[config.mk]
export PLATFORM = sky130hd
export DESIGN_NAME = cau_div_step
export DESIGN_NICKNAME = d
export VERILOG_FILES = /design/src/sv/cau_pkg.sv /design/src/sv/cau_div_step.sv
export SDC_FILE = /design/constraint.sdc
export NUM_CORES = 1
export LEC_CHECK = 0
export ABC_AREA = 0
export BUFFER_PORTS_ARGS = -buffer_cell sky130_fd_sc_hd__buf_2
export CAP_MARGIN = 20
export CORE_AREA = 2 2 362 364
export DETAILED_ROUTE_END_ITERATION = 7
export DIE_AREA = 0 0 364 366
export RECOVER_POWER = 50
export SLEW_MARGIN = 15
export SYNTH_ARGS = -nofsm -noshare
export SYNTH_HDL_FRONTEND = slang
export SYNTH_SLANG_ARGS = --single-unit
[constraint.sdc]
create_clock -name clock -period 36.7 [get_ports clock]
set_input_delay 11.01 -clock clock [delete_from_list [all_inputs] [get_ports clock]]
set_output_delay 11.01 -clock clock [all_outputs]
set_load 0.05 [all_outputs]
[src/sv/cau_pkg.sv]
// Package for the complex arithmetic unit.
// Opcode encoding and the per-transaction flag bundle; no dependencies.
package cau_pkg;

   typedef enum logic [2:0] {
      OP_ADD  = 3'd0,
      OP_SUB  = 3'd1,
      OP_MUL  = 3'd2,
      OP_DIV  = 3'd3,
      OP_CONJ = 3'd4,
      OP_CMP  = 3'd5
   } op_type;

   typedef struct packed {
      logic use_div;   // result comes from the divider
      logic neg_re;
      logic neg_im;
      logic qovf_re;   // quotient too large, saturate
      logic qovf_im;
      logic ovf;
      logic div_zero;
      logic equal;
   } cau_flags_type;

endpackage

[src/sv/cau_div_step.sv]
// One restoring division step for both result parts, one register stage.
// Quotient bit K of (magnitude << F) / den. Depends on cau_pkg.
module cau_div_step
   import cau_pkg::*;
#(
   parameter int W = 32,
   parameter int F = 16,
   parameter int K = 0
) (
   input  logic           clock,
   input  logic           reset,
   input  logic           in_valid,
   output logic           in_ready,
   input  cau_flags_type  in_flags,
   input  logic [W-1:0]   in_fre,
   input  logic [W-1:0]   in_fim,
   input  logic [2*W:0]   in_mag_re,
   input  logic [2*W:0]   in_mag_im,
   input  logic [2*W-1:0] in_den,
   input  logic [2*W-1:0] in_rem_re,
   input  logic [2*W-1:0] in_rem_im,
   input  logic [W:0]     in_q_re,
   input  logic [W:0]     in_q_im,
   output logic           out_valid,
   input  logic           out_ready,
   output cau_flags_type  out_flags,
   output logic [W-1:0]   out_fre,
   output logic [W-1:0]   out_fim,
   output logic [2*W:0]   out_mag_re,
   output logic [2*W:0]   out_mag_im,
   output logic [2*W-1:0] out_den,
   output logic [2*W-1:0] out_rem_re,
   output logic [2*W-1:0] out_rem_im,
   output logic [W:0]     out_q_re,
   output logic [W:0]     out_q_im
);

   logic nb_re, nb_im;

   generate
      if (K >= F) begin : g_bit
         assign nb_re = in_mag_re[K-F];
         assign nb_im = in_mag_im[K-F];
      end else begin : g_zero
         assign nb_re = 1'b0;
         assign nb_im = 1'b0;
      end
   endgenerate

   logic [2*W:0]   tre, tim, dext, dre, dim;
   logic           ge_re, ge_im;
   logic [2*W-1:0] rre_in, rim_in;

   assign dext  = {1'b0, in_den};
   assign tre   = {in_rem_re, nb_re};
   assign tim   = {in_rem_im, nb_im};
   assign ge_re = tre >= dext;
   assign ge_im = tim >= dext;
   assign dre   = ge_re ? tre - dext : tre;
   assign dim   = ge_im ? tim - dext : tim;
   assign rre_in = dre[2*W-1:0];
   assign rim_in = dim[2*W-1:0];

   logic v_ff, en;
   assign en       = !v_ff || out_ready;
   assign in_ready = en;

   always_ff @(posedge clock) begin
      if (reset) begin
         v_ff <= 1'b0;
      end else if (en) begin
         v_ff <= in_valid;
      end
   end

   cau_flags_type  fl_ff;
   logic [W-1:0]   fre_ff, fim_ff;
   logic [2*W:0]   mre_ff, mim_ff;
   logic [2*W-1:0] den_ff, rre_ff, rim_ff;
   logic [W:0]     qre_ff, qim_ff;

   always_ff @(posedge clock) begin
      if (en) begin
         fl_ff  <= in_flags;
         fre_ff <= in_fre;
         fim_ff <= in_fim;
         mre_ff <= in_mag_re;
         mim_ff <= in_mag_im;
         den_ff <= in_den;
         rre_ff <= rre_in;
         rim_ff <= rim_in;
         qre_ff <= {in_q_re[W-1:0], ge_re};
         qim_ff <= {in_q_im[W-1:0], ge_im};
      end
   end

   assign out_valid  = v_ff;
   assign out_flags  = fl_ff;
   assign out_fre    = fre_ff;
   assign out_fim    = fim_ff;
   assign out_mag_re = mre_ff;
   assign out_mag_im = mim_ff;
   assign out_den    = den_ff;
   assign out_rem_re = rre_ff;
   assign out_rem_im = rim_ff;
   assign out_q_re   = qre_ff;
   assign out_q_im   = qim_ff;

endmodule

==> qor.csv, run 1 <==
stage,metric,value,unit
synth,synthFlopType,edfxtp_1,
placement,place_congestion,0.899,
cells_and_area,fillers,14000,
placement,post_dp_cell_area,30000,sq um
hold_path,hold_class,register to register,
floorplan,coreArea,129000,sq um
synth,ys_seq_area_share,58.9,%
floorplan,io_pins,926,
clock_network,ctsHoldBuffers,0,
sta,max_freq,43.5,MHz
route,vias,20300,
route,wl_met2,63.0,mm
run_status,run_status,"finished, violations left",
cells_and_area,final_cell_area,31400,sq um
route,viasPerCell,4.32,
route,top_layer,met5,
route,drt_wl_total,124,mm
run_status,violations,"max-capacitance violations, max-slew violations",
synth,synth.distinct_cells,75,
sta,slew_violations,156,
power,p_leak,0.0126,uW
cells_and_area,regArea,13800,sq um
clock_network,numCtsBuffers,57,
power,peakVddDrop,0.0000358,V
floorplan,num_rows,132,
synth,postSynthRegisterBits,461,
sta,hold_viol_final,0,
critical_path,crit_path_max_incr_delay,480,ps
placement,port-buffer-count,923,
route,first_pass_iters,7,
route,postRouteAntennaNets,0,
critical_path,cp.arrival,11980,ps
route,routedWlPerCell,26.4,microns
power,power_density,56.3,nW/um^2
synth,avgSynthCellArea,11.8,sq um
global_route,grt_max_degree,73,
clock_network,post_cts_resized,0,
critical_path,worst_ep_required_time,25690,ps
route,drcViolationCount,0,
clock_network,clockBufferDepth,3,
critical_path,critPathCaptureType,output port,
clock_network,insertion_delay,650,ps
critical_path,start_kind,input pin,
sta,worst_pin_slew,3710,ps
sta,period_share,62.6,%
floorplan,start_util,18.2,%
clock_network,cts.sinks,461,
synth,syn-num-nets,2578,
synth,syn-cell-area,23500,sq um
synth,synth_edf_count,460,
clock_network,root_buffer,clkbuf_16,
critical_path,worstSetupPathType,input pin to output port,
sta,setup_tns,0,ps
critical_path,path_cells,buf_2 -> nand2b_1 -> buf_2,
global_route,grtUsageTotal,17.7,%
synth,async_flop_share,0,%
sta,setup_violations,0,
sta,finClkSkew,20.4,ps
clock_network,cts_tree,yes,
floorplan,dieArea,133000,sq um
critical_path,cp_slowest_cell,nand2b_1,
synth,synth_top_area_share,58.8,%
global_route,grt_pass1_vias,19800,
placement,post-dp-hpwl,104,mm
global_route,grt_pass1_wl,164,mm
synth,synth.top_cells.by_area,"edfxtp_1 59%, ha_1 6.8%, a21oi_1 3.2%",
global_route,antenna_found_initial,67,
sta,min_period,22990,ps
cells_and_area,drive_gt1_share,24.5,%
sta,timing.hold.ws,2010,ps
cells_and_area,areaGrowthSynthToFinish,33.7,%
job,drv_cap,3,
global_route,gr-total-overflow,0,
cells_and_area,post-route-util,24.3,%
cells_and_area,layout.nets,3482,
synth,yosysWarnings,0,
critical_path,crit_path_max_fanout,3,
route,dr_wl_met3,10.9,mm
critical_path,cp_common_cell,buf_2,
floorplan,die_h,366,microns
route,first_iter_violations,1370,
clock_network,post_cts_buffers,0,
power,total_power,1770,uW
sta,relSlewSlack,-147,%
clock_network,ctsHtreeMaxLevel,2,
clock_network,clk_pin_slew,60,ps
sta,grt_setup_unrepaired,false,
synth,synth_top_area_cell,edfxtp_1,
route,met1Wirelength,44.8,mm
cells_and_area,multi_input_area,8830,sq um
synth,synth_cells,1984,
floorplan,die_x,364,microns
==> cell families (layout without fill, tap and decap cells) <==
kind of cell | count (synthesis) | in the layout | synth area share (%)
and+or+nand+nor | 507 | 507 | 9.94
AOI/OAI and AO/OA | 567 | 567 | 15.8
DFF | 461 | 461 | 58.9
other | 0 | 10 | 0
xor gates and xnor gates | 114 | 114 | 4.25
buffers and inverters | 193 | 1141 | 3.54
adders and majority gates | 130 | 130 | 6.99
muxes | 12 | 12 | 0.576
==> registers in the layout, summed over array words and instances (netlist names) <==
signal	cells
out_fre	32
out_valid	1
out_fim	32
out_mag_re	65
out_mag_im	65
out_den	64
out_rem_im	64
out_flags	8
out_q_re	33
out_rem_re	64
out_q_im	33
==> cell usage after synthesis, types with 6 or more instances <==
cell and instances:
nand3_1 38, nor4_1 10, clkbuf_1 73, ha_1 128
edfxtp_1 460, xnor2_1 64, o21bai_1 32, buf_6 13
o211ai_1 10, nand2b_1 12, mux2_1 9, a21oi_2 37
xor2_1 50, o21ai_0 131, o31ai_1 12, inv_1 98
o21ai_1 6, and3_1 13, a31oi_1 10, a211oi_1 15
o21a_1 17, nor2_1 123, nand4_1 48, a21oi_1 152
and2_1 15, nor3_1 20, buf_2 7, a21o_1 74
a21boi_0 6, nand2_1 194, nor2b_1 12
==> final cells by class <==
class | instances | area share, %
Antenna cell | 10 | 0.0797
Tap cell | 1742 | 6.94
Sequential cell | 461 | 44.1
Timing Repair Buffer | 938 | 13.6
Clock buffer | 64 | 4.63
Clock inverter | 39 | 1.36
Multi-Input combinational cell | 1330 | 28.1
Inverter | 100 | 1.20
==> stage by stage <==
step | cells | setup WS (ps)
after floorplan | 1984 | 3350
after global placement | 4571 | 14050
after detailed placement | 4571 | 14040
after CTS | 4674 | 14040
after global routing | 4675 | 13700
final | 4684 | 13710
==> path summary, 6_finish.rpt <==
path	start	to	slack, ps	depth (start not counted)
max	out_ready	in_ready	13710	3
min	out_valid	out_den[14]	2010	2
max reg2reg	out_valid	out_rem_im[49]	30170	4
min reg2reg	out_valid	out_den[14]	2010	2
==> metal layers <==
layer / vias up / global-route usage [%]
met2: 896 / 32.4
met4: 42 / 5.67
li1: 9244 / -
met3: 203 / 5.57
met5: - / 0
met1: 9867 / 19.2
==> placed cells by master (no fill, tap or decap), drive strengths merged, types with 20 or more instances in the layout <==
cell type  Yosys  layout
clkbuf        73     429
a21oi        189     189
a21o          74      74
o21ai        138     138
nand2        195     195
nor2         123     123
edfxtp       460     460
inv           99     105
o21bai        32      32
nand3         38      38
nor3          20      20
xnor2         64      64
nand4         48      48
clkinv         1      20
buf           20     573
ha           128     128
xor2          50      50
==> worst max-delay path, delay by kind of cell <==
kind                   cells  cell delay (ps)
buffers and inverters      2              470
and+or+nand+nor            1              480
==> report_power, final <==
| part | internal (uW) | leakage, uW | switching (uW) |
|---|---|---|---|
| logic | 117 | 0.00692 | 400 |
| registers | 649 | 0.00478 | 18.6 |
| clock network | 335 | 0.000902 | 248 |
| total | 1100 | 0.0126 | 667 |
(Power assumes the default switching activity.)
==> run 2: changes to the inputs <==
--- a/config.mk
+++ b/config.mk
@@ -5,12 +5,12 @@
 export SDC_FILE = /design/constraint.sdc
 export NUM_CORES = 1
 export LEC_CHECK = 0
-export ABC_AREA = 0
+export ABC_AREA = 1
 export BUFFER_PORTS_ARGS = -buffer_cell sky130_fd_sc_hd__buf_2
 export CAP_MARGIN = 20
-export CORE_AREA = 2 2 362 364
+export CORE_AREA = 2 2 361 363
 export DETAILED_ROUTE_END_ITERATION = 7
-export DIE_AREA = 0 0 364 366
+export DIE_AREA = 0 0 363 365
 export RECOVER_POWER = 50
 export SLEW_MARGIN = 15
 export SYNTH_ARGS = -nofsm -noshare
==> constraint.sdc (replaced) <==
create_clock -name clock -period 19.45 [get_ports clock]
set_input_delay 5.835 -clock clock [delete_from_list [all_inputs] [get_ports clock]]
set_output_delay 5.835 -clock clock [all_outputs]
set_load 0.05 [all_outputs]
==> qor.csv, run 2 <==
stage,metric,value,unit,change
critical_path,worstSetupPathType,input pin to output port,,unchanged
cells_and_area,final_cells,6241,,was 4684
run_status,violations,"max-capacitance violations, max-slew violations",,unchanged
synth,synth_top_area_cell,edfxtp_1,,unchanged
synth,avgSynthCellArea,7.85,sq um,was 11.8 sq um
synth,postSynthRegisterBits,461,,unchanged
sta,worst_pin_slew,2740,ps,was 3710 ps
power,clkPwrFrac,32.0,%,was 33.0%
synth,synthFlopType,edfxtp_1,,unchanged
cells_and_area,final_cell_mix,"1492 x nand2_1, 716 x inv_1, 593 x buf_2",,"was 561 x buf_2, 460 x edfxtp_1, 372 x clkbuf_1"
clock_network,post_cts_buffers,0,,unchanged
synth,synth_edf_count,460,,unchanged
placement,post-place-ws,6750,ps,was 14040 ps
placement,post_dp_cell_area,34400,sq um,was 30000 sq um
floorplan,die_x,363,microns,was 364 microns
route,drcViolationCount,0,,unchanged
route,viasPerCell,4.33,,was 4.32
synth,ys_seq_area_share,49.7,%,was 58.9%
critical_path,start_kind,input pin,,unchanged
clock_network,clockBufferDepth,3,,unchanged
cells_and_area,final_common_cell,nand2_1,,was buf_2
clock_network,ctsHtreeMaxLevel,2,,unchanged
synth,yosys.cell_count.top_type,nand2_1,,was edfxtp_1
critical_path,cp_top_family,simple AND/OR/NAND/NOR gates,,unchanged
power,p_int,2070,uW,was 1100 uW
sta,setup_violations,0,,unchanged
critical_path,cp_common_cell,buf_2,,unchanged
power,peakVddDrop,0.0000679,V,was 0.0000358 V
route,vias,27000,,was 20300
sta,slew_violations,131,,was 156
floorplan,num_rows,132,,unchanged
synth,yosysWarnings,0,,unchanged
synth,syn-cell-area,27800,sq um,was 23500 sq um
placement,post-dp-hpwl,140,mm,was 104 mm
power,p_leak,0.0185,uW,was 0.0126 uW
floorplan,dieArea,132000,sq um,was 133000 sq um
cells_and_area,final_cell_area,35900,sq um,was 31400 sq um
critical_path,cp_slowest_cell,nand2_1,,was nand2b_1
route,drt_wl_total,161,mm,was 124 mm
power,netSwitchingFraction,39.5,%,was 37.7%
clock_network,post_cts_resized,0,,unchanged
global_route,grtUsageTotal,23.3,%,was 17.7%
floorplan,start_util,21.6,%,was 18.2%
global_route,grt_pass1_wl,211,mm,was 164 mm
global_route,antenna_found_initial,87,,was 67
clock_network,cts.sinks,461,,unchanged
clock_network,insertion_delay,660,ps,was 650 ps
synth,synth_commonest_cells,"1492 x nand2_1, 716 x inv_1, 460 x edfxtp_1",,"was 460 x edfxtp_1, 194 x nand2_1, 152 x a21oi_1"
global_route,grt_pass1_vias,26200,,was 19800
synth,syn-num-nets,4140,,was 2578
run_status,run_status,"finished, violations left",,unchanged
global_route,grt_max_degree,131,,was 73
cells_and_area,areaGrowthSynthToFinish,28.9,%,was 33.7%
clock_network,root_buffer,clkbuf_16,,unchanged
sta,finalWorstSetupSlack,5130,ps,was 13710 ps
placement,port-buffer-count,923,,unchanged
critical_path,path_cells,buf_2 -> inv_1 -> nand2_1 -> buf_2,,was buf_2 -> nand2b_1 -> buf_2
sta,setup_tns,0,ps,unchanged
power,combPwrFrac,31.1,%,was 29.2%
synth,synth.top_cells.by_area,"edfxtp_1 50%, nand2_1 20%, inv_1 9.7%",,"was edfxtp_1 59%, ha_1 6.8%, a21oi_1 3.2%"
synth,synth_cells,3546,,was 1984
placement,dp_cells,6123,,was 4571
placement,place_congestion,0.957,,was 0.899
clock_network,cts_tree,yes,,unchanged
route,first_pass_iters,7,,unchanged
critical_path,crit_path_max_incr_delay,1920,ps,was 480 ps
synth,synth.distinct_cells,33,,was 75
critical_path,cp_num_buf_inv,3,,was 2
floorplan,die_h,365,microns,was 366 microns
cells_and_area,fillers,14400,,was 14000
sta,relSlewSlack,-82.9,%,was -147%
critical_path,cp.arrival,8490,ps,was 11980 ps
synth,async_flop_share,0,%,unchanged
cells_and_area,drive_gt1_share,16.4,%,was 24.5%
power,seq_power_share,36.8,%,was 37.8%
route,routedWlPerCell,25.8,microns,was 26.4 microns
sta,period_share,73.6,%,
critical_path,critPathCaptureType,output port,,unchanged
power,p_switching,1350,uW,was 667 uW
sta,max_freq,69.8,MHz,
power,power_density,95.3,nW/um^2,was 56.3 nW/um^2
route,postRouteAntennaNets,0,,unchanged
sta,min_period,14320,ps,
clock_network,clk_pin_slew,60,ps,about the same
global_route,gr-total-overflow,0,,unchanged
critical_path,worst_ep_required_time,13610,ps,was 25690 ps
cells_and_area,layout.nets,5099,,was 3482
sta,finClkSkew,13.0,ps,was 20.4 ps
clock_network,ctsHoldBuffers,0,,unchanged
critical_path,crit_path_max_fanout,53,,was 3
job,drv_cap,3,,unchanged
clock_network,numCtsBuffers,55,,was 57
sta,grt_setup_unrepaired,false,,unchanged
route,first_iter_violations,1870,,was 1370
floorplan,io_pins,926,,unchanged
sta,hold_viol_final,0,,unchanged
floorplan,coreArea,129000,sq um,about the same
synth,synth_top_area_share,49.6,%,was 58.8%
hold_path,hold_class,register to register,,unchanged
sta,timing.hold.ws,2460,ps,was 2010 ps
-- run 2: area by class of cell --
| type | count | area (sq um) | area share (%) |
|---|---|---|---|
| multi-input cells | 2326 | 11000 | 30.7 |
| well taps | 1675 | 2100 | 5.84 |
| clock inverters | 33 | 440 | 1.23 |
| diodes | 17 | 42.5 | 0.119 |
| clock buffers | 68 | 1430 | 3.97 |
| inverters | 727 | 2730 | 7.60 |
| flip-flops and latches | 461 | 13800 | 38.5 |
| repair buffers | 934 | 4290 | 12.0 |
-- run 2: logic make-up after synthesis --
kind of cell	synth area share, %
flip-flops	49.7
AND/OR/NAND/NOR	29.9
XOR/XNOR	1.95
buffers and inverters	10.7
AO/OA/AOI/OAI	1.85
adder cells (fa/ha/maj)	5.90
-- run 2: metal layers --
metal  global-route usage, %  part of all wire, %  up-vias
met4                    8.70                  4.5       52
met5                       0                 0.21        -
met1                    25.2                   37    12700
met2                    44.4                   52     1017
li1                        -                    -    13000
met3                    4.83                  6.5      290
-- run 2: worst reg2reg max path: stages (launching register included) --
cell      delay (ps)
dfxtp_1          310
nand2_1         1920
clkbuf_1        1720
buf_4            920
buf_4            940
-- run 2: through the flow --
stage,util (%),total power [uW]
after global placement,26.8,2370
after floorplan,-,1980
after CTS,28.2,3480
final,27.9,3420
after detailed placement,26.8,2370
after global routing,27.9,3560
-- run 2: worst paths after layout --
kind / startpoint / endpoint / slack [ps] / cells after the start
worst max-delay path: out_ready / in_ready / 5130 / 4
worst min-delay path: out_valid / out_fim[1] / 2460 / 1
worst max register to register: out_valid / out_fim[15] / 13180 / 4
worst min register to register: out_valid / out_fim[1] / 2460 / 1
-- run 2: power by group through the flow --
stage / registers (uW) / clock network, uW / logic, uW
finish: 1260 / 1100 / 1070
global route: 1270 / 1150 / 1140
CTS: 1260 / 1120 / 1100
detailed placement: 1280 / 0 / 1090
global placement: 1280 / 0 / 1090
floorplan: 1640 / 0 / 339
==> run 3: changes to the inputs <==
--- a/config.mk
+++ b/config.mk
@@ -8,9 +8,9 @@
 export ABC_AREA = 1
 export BUFFER_PORTS_ARGS = -buffer_cell sky130_fd_sc_hd__buf_2
 export CAP_MARGIN = 20
-export CORE_AREA = 2 2 361 363
+export CORE_AREA = 2 2 360 362
 export DETAILED_ROUTE_END_ITERATION = 7
-export DIE_AREA = 0 0 363 365
+export DIE_AREA = 0 0 362 364
 export RECOVER_POWER = 50
 export SLEW_MARGIN = 15
 export SYNTH_ARGS = -nofsm -noshare
==> constraint.sdc (replaced) <==
create_clock -name clock -period 13.6 [get_ports clock]
set_input_delay 4.08 -clock clock [delete_from_list [all_inputs] [get_ports clock]]
set_output_delay 4.08 -clock clock [all_outputs]
set_load 0.05 [all_outputs]
==> qor.csv, run 3 (synthesis results as in run 2) <==
stage,metric,value,unit,change
global_route,grtUsageTotal,23.2,%,was 23.3%
cells_and_area,final_cell_mix,"1492 x nand2_1, 716 x inv_1, 635 x buf_2",,"was 1492 x nand2_1, 716 x inv_1, 593 x buf_2"
critical_path,reg2reg_depth,4,,unchanged
floorplan,coreArea,128000,sq um,was 129000 sq um
sta,slew_violations,171,,was 131
critical_path,cp.arrival,6690,ps,was 8490 ps
route,first_pass_iters,5,,was 7
sta,relSlewSlack,-151,%,was -82.9%
global_route,gr-total-overflow,0,,unchanged
route,drcViolationCount,0,,unchanged
sta,grt_setup_unrepaired,false,,unchanged
power,power_density,136,nW/um^2,was 95.3 nW/um^2
critical_path,crit_path_max_incr_delay,1790,ps,was 1920 ps
global_route,grt_pass1_wl,209,mm,was 211 mm
sta,timing.hold.ws,2290,ps,was 2460 ps
sta,setup_violations,0,,unchanged
power,p_leak,0.0186,uW,was 0.0185 uW
floorplan,die_h,364,microns,was 365 microns
clock_network,numCtsBuffers,56,,was 55
cells_and_area,regArea,13800,sq um,unchanged
clock_network,ctsHoldBuffers,0,,unchanged
route,vias,27100,,was 27000
global_route,grt_pass1_vias,26200,,about the same
power,peakVddDrop,0.000100,V,was 0.0000679 V
sta,worst_pin_slew,3770,ps,was 2740 ps
clock_network,ctsHtreeMaxLevel,2,,unchanged
hold_path,hold_depth,2,,was 1
critical_path,worstSetupPathType,input pin to output port,,unchanged
floorplan,num_rows,132,,unchanged
sta,max_freq,92.9,MHz,
global_route,grt_max_degree,156,,was 131
run_status,run_status,"finished, violations left",,unchanged
floorplan,die_x,362,microns,was 363 microns
floorplan,io_pins,926,,unchanged
global_route,antenna_found_initial,84,,was 87
critical_path,start_kind,input pin,,unchanged
clock_network,cts_tree,yes,,unchanged
cells_and_area,final_common_cell,nand2_1,,unchanged
placement,place_congestion,0.917,,was 0.957
clock_network,root_buffer,clkbuf_16,,unchanged
placement,post-dp-hpwl,139,mm,was 140 mm
cells_and_area,layout.nets,5100,,was 5099
sta,finClkSkew,12.5,ps,was 13.0 ps
hold_path,hold_class,register to register,,unchanged
placement,port-buffer-count,923,,unchanged
cells_and_area,fillers,14300,,was 14400
clock_network,clockBufferDepth,3,,unchanged
cells_and_area,post-route-util,28.1,%,was 27.9%
route,postRouteAntennaNets,0,,unchanged
critical_path,critPathCaptureType,output port,,unchanged
sta,min_period,10770,ps,
clock_network,post_cts_buffers,0,,unchanged
run_status,violations,"max-capacitance violations, max-slew violations",,unchanged
route,viasPerCell,4.33,,about the same
route,first_iter_violations,1813,,was 1870
clock_network,post_cts_resized,0,,unchanged
cells_and_area,areaGrowthSynthToFinish,29.3,%,was 28.9%
critical_path,crit_path_max_fanout,55,,was 53
clock_network,cts.sinks,461,,unchanged
sta,period_share,79.2,%,
route,drt_wl_total,159,mm,was 161 mm
clock_network,clk_pin_slew,60,ps,about the same
sta,hold_viol_final,0,,unchanged
cells_and_area,multi_input_area,11000,sq um,unchanged
critical_path,worst_ep_required_time,9520,ps,was 13610 ps
clock_network,insertion_delay,670,ps,was 660 ps
floorplan,start_util,21.7,%,was 21.6%
route,routedWlPerCell,25.5,microns,was 25.8 microns
job,drv_cap,3,,unchanged
floorplan,dieArea,132000,sq um,about the same
critical_path,cp_slowest_cell,nand2_1,,unchanged
sta,setup_tns,0,ps,unchanged
critical_path,path_cells,clkbuf_1 -> inv_1 -> nand2_1 -> buf_2,,was buf_2 -> inv_1 -> nand2_1 -> buf_2
cells_and_area,drive_gt1_share,17.5,%,was 16.4%
run 3: changes by cell type in the layout (fill, tap and decap cells not counted):
cell / previous run / this run
buf_2: 593 / 635
bufinv_16: 8 / 7
clkbuf_1: 345 / 296
clkbuf_16: 55 / 56
clkinv_1: 6 / 11
clkinv_2: 7 / 11
clkinv_4: 3 / 4
clkinvlp_4: 4 / 5
diode_2: 17 / 26
inv_8: 0 / 1
run 3: final timing paths:
kind	startpoint	slack (ps)	to
worst max-delay path	out_ready	2830	in_ready
worst min-delay path	out_valid	2290	out_valid
worst min register to register	out_valid	2290	out_valid
worst max register to register	out_valid	7520	out_fim[22]
run 3: worst max-delay path, delay by kind of cell:
kind                   cells  cell delay [ps]
buffers and inverters      3              740
and+or+nand+nor            1             1790
run 3: cell type report:
class	count	area share (%)
clock inverter	44	1.32
sequential	461	38.4
antenna	26	0.181
multi-input combinational	2326	30.6
timing repair buffer	934	12.1
tap	1675	5.82
clock buffer	62	3.95
inverter	727	7.58
run 3: power breakdown:
| part | internal [uW] | leakage [uW] | total (uW) | switching, uW |
|---|---|---|---|---|
| Combinational | 319 | 0.0129 | 1530 | 1210 |
| Sequential | 1740 | 0.00479 | 1800 | 58.3 |
| Clock | 896 | 0.000916 | 1580 | 679 |
| Total | 2960 | 0.0186 | 4900 | 1950 |
run 3: per-layer routing:
metal | GRT usage (%) | wire, microns | part of all wire, %
met4 | 8.97 | 6460 | 4.1
met1 | 24.7 | 57800 | 36
met3 | 4.87 | 10200 | 6.4
met5 | 0 | 268 | 0.17
met2 | 44.4 | 84600 | 53
run 3: through the flow:
step | area [sq um] | setup slack (ps) | std cells | power (uW)
2_1_floorplan | 27800 | 2220 | 3546 | 2820
3_3_place_gp | 34400 | 4420 | 6123 | 3390
3_5_place_dp | 34400 | 4400 | 6123 | 3390
4_1_cts | 36300 | 4400 | 6229 | 4980
5_1_grt | 36000 | 2520 | 6238 | 5100
6_report | 36000 | 2830 | 6255 | 4900
